## src/rtl/core/nvmp_pkg.sv

```systemverilog
package nvmp_pkg;

    localparam int CAPACITY  = 1024;
    localparam int VAL_W     = 31;
    localparam int CNT_W     = $clog2(CAPACITY + 1);
    localparam int IDX_W     = $clog2(CAPACITY);
    localparam int COUNT_W   = 11;
    localparam int TOT_W     = 20;
    localparam int ALU_W     = 32;

    localparam int TOTAL_MOD = 1000000;
    // Restoring reduction: enough steps to bring any total-plus-distance below the modulus.
    localparam int MOD_STEPS = 12;
    localparam int MODC_W    = $clog2(MOD_STEPS);
    localparam logic [ALU_W-1:0] MOD_TOP = ALU_W'(TOTAL_MOD * (2 ** (MOD_STEPS - 1)));

    typedef struct packed {
        logic             sub;
        logic [ALU_W-1:0] a;
        logic [ALU_W-1:0] b;
    } alu_req_t;

    typedef struct packed {
        logic [ALU_W-1:0] res;
        logic             ge;
        logic             eq;
    } alu_rsp_t;

endpackage

```

## src/rtl/core/nvmp_alu.sv

```systemverilog
module nvmp_alu
    import nvmp_pkg::*;
(
    input  alu_req_t req,
    output alu_rsp_t rsp
);

    logic [ALU_W:0]   sum;
    logic [ALU_W-1:0] opb;

    // One adder serves both add and subtract; the carry out of a - b is a >= b.
    assign opb = req.sub ? ~req.b : req.b;
    assign sum = {1'b0, req.a} + {1'b0, opb} + {{ALU_W{1'b0}}, req.sub};

    assign rsp.res = sum[ALU_W-1:0];
    assign rsp.ge  = sum[ALU_W];
    assign rsp.eq  = (req.a == req.b);

endmodule

```

## config.mk

```make
export PLATFORM = sky130hd
export DESIGN_NAME = nvmp_alu
export DESIGN_NICKNAME = d
export VERILOG_FILES = /design/src/rtl/core/nvmp_pkg.sv /design/src/rtl/core/nvmp_alu.sv
export SDC_FILE = /design/constraint.sdc
export NUM_CORES = 1
export LEC_CHECK = 0
export ABC_CLOCK_PERIOD_IN_PS = 3700
export BUFFER_PORTS_ARGS = -buffer_cell sky130_fd_sc_hd__buf_4
export CAP_MARGIN = 20
export CORE_MARGIN = 4
export CORE_UTILIZATION = 27
export DETAILED_ROUTE_END_ITERATION = 8
export SETUP_SLACK_MARGIN = 0.15
export SLEW_MARGIN = 30
export SYNTH_ARGS = -nofsm -noshare
export SYNTH_HDL_FRONTEND = slang
export SYNTH_SLANG_ARGS = --single-unit
```

## constraint.sdc

```tcl
create_clock -name vclk -period 3.7
set_input_delay 0.185 -clock vclk [all_inputs]
set_output_delay 0.185 -clock vclk [all_outputs]
set_load 0.01 [all_outputs]
```

==> impl_metrics.tcl <==
set metrics [dict create \
    status "finished, final reports clean" \
    seq_cells 0 \
    powerDensity_nw_per_um2 275 \
    io_buffers 99 \
    layout-drive-gt1-share_pct 24.3 \
    hpwl_um 7630 \
    cts_resized 0 \
    synth_top_area_share_pct 26.8 \
    use_met1_pct 21.7 \
    insertedDiodeCount 0 \
    p_leak_nw 1.54 \
    p_total_mw 0.908 \
    synth.top_cells.by_area "xor2_1 27%, ha_1 17%, a21oi_1 6.7%" \
    antenna_found_initial 0 \
    grt_max_degree 23 \
    period_share_pct 87.2 \
    yosys.area.top_type "xor2_1" \
    critPathKind "in2out" \
    final_area_um2 3300 \
    hold_buffers 0 \
    max-cap-violations 0 \
    ys_types 45 \
    first_pass_iters 4 \
    drv_slew 0 \
    report.final.hold_viol_count 0 \
    drt.antenna.violating_nets 0 \
    final_common_cell "buf_4" \
    ys_seq_area_share_pct 0 \
    rows 34 \
    clkbuf_count 0 \
    first_iter_violations 83 \
    nNetsFinal 534 \
    min_path_type "in2out" \
    syn_to_final_growth_pct 34.3 \
    cp-end-kind "output pin" \
    final.setup.tns_ps 0 \
    max-vdd-ir-drop_mv 0.141 \
    tightest_slew_ps 556 \
    avgSynthCellArea_um2 7.16 \
    syn_nets 443 \
    placed_area_um2 3300 \
    vias 2807 \
    yosysWarnings 0 \
    io_pins 99 \
    final_cells 540 \
    dp.cells 540 \
    viasPerCell 5.20 \
    drc 0 \
    arrival_ps 3040 \
    maxSlewHeadroom_pct 62.4 \
    max_freq_mhz 310 \
    initial_core_util_pct 28.0 \
    grt_pass1_wl_um 13300 \
    wl_per_cell_um 15.9 \
    met2_usage_pct 25.4 \
    rsz0062_at_grt "false" \
    final_cell_mix "100 x buf_4, 75 x xor2_1, 36 x nand2_1" \
    crit_fanout 22 \
    worstPathRequired_ps 3510 \
    cts_setup_buffers 0 \
    finalSetupViolations 0 \
    gp_congestion 0.902 \
    crit_path_start_kind "input pin" \
    dieArea_um2 10700 \
    syn_area_um2 2450 \
    die_w_um 103 \
    use_met3_pct 1.14 \
    core_um2 8760 \
    synthCells 343 \
    busiest_layer "met2" \
    overflow 0 \
    grt_pass1_vias 2794 \
    track_usage_pct 15.2 \
    finalWirelength_um 8590 \
    holdWs_ps 678 \
    die_h_um 103 \
    regArea_um2 0 \
    fin_crit_ps 3230 \
]
-- power breakdown --
| part | leakage [nW] | switching, mW | internal (mW) |
|---|---|---|---|
| Combinational | 1.54 | 0.489 | 0.419 |
| Clock | 0 | 0 | 0 |
| Sequential | 0 | 0 | 0 |
| Total | 1.54 | 0.489 | 0.419 |
-- layout make-up --
cell class	instances	area, um^2
fill	966	5470
multi-input combinational	323	2380
timing repair buffer	100	751
tap	108	135
inverter	9	33.8
-- path summary, 6_finish.rpt --
kind     from      to  slack [ps]  cells after the start
max   req[64]  rsp[1]         470                     12
min   req[32]  rsp[2]         680                      3
-- worst max-delay path: stages --
cell and delay [ps]:
buf_4 300, xor2_1 230, inv_1 90, fa_1 440, nor2b_1 170, o2111ai_1 150, a21o_1 250, a211oi_1 250
o21bai_1 170, o21ai_0 430, a41o_1 240, buf_4 120
-- through the flow --
| stage | setup WS [ps] | util (%) |
|---|---|---|
| after floorplan | 719 | - |
| after global placement | 575 | 37.6 |
| after detailed placement | 507 | 37.6 |
| after CTS | 480 | 37.6 |
| after global routing | 221 | 37.6 |
| final | 473 | 37.6 |
-- per-layer routing --
metal,wire [um],vias up
met4,138,0
met3,516,11
li1,-,1418
met2,3920,89
met5,0,-
met1,4010,1289
-- logic make-up (layout without fill, tap and decap cells) --
| logic type | Yosys count | in the layout | share of synthesized area, % |
|---|---|---|---|
| compound gates | 94 | 94 | 26.0 |
| buf+inv | 20 | 109 | 3.16 |
| fa+ha+maj | 35 | 35 | 18.1 |
| simple gates | 101 | 101 | 19.4 |
| xor+xnor | 91 | 91 | 32.5 |
| mux | 2 | 2 | 0.816 |
-- synthesized netlist by cell type, types with 3 or more instances --
master	count
xor2_1	75
nand2_1	36
ha_1	34
a21oi_1	33
nor2_1	20
o21ai_0	16
xnor2_1	16
clkbuf_1	9
inv_1	9
nor4_1	9
nand3_1	8
nand4_1	8
a21o_1	7
nor3_1	7
o21bai_1	6
o211ai_1	4
o21a_1	4
a211oi_1	3
nand2b_1	3
nor2b_1	3
Note: power is estimated with default switching activity, not from simulation.
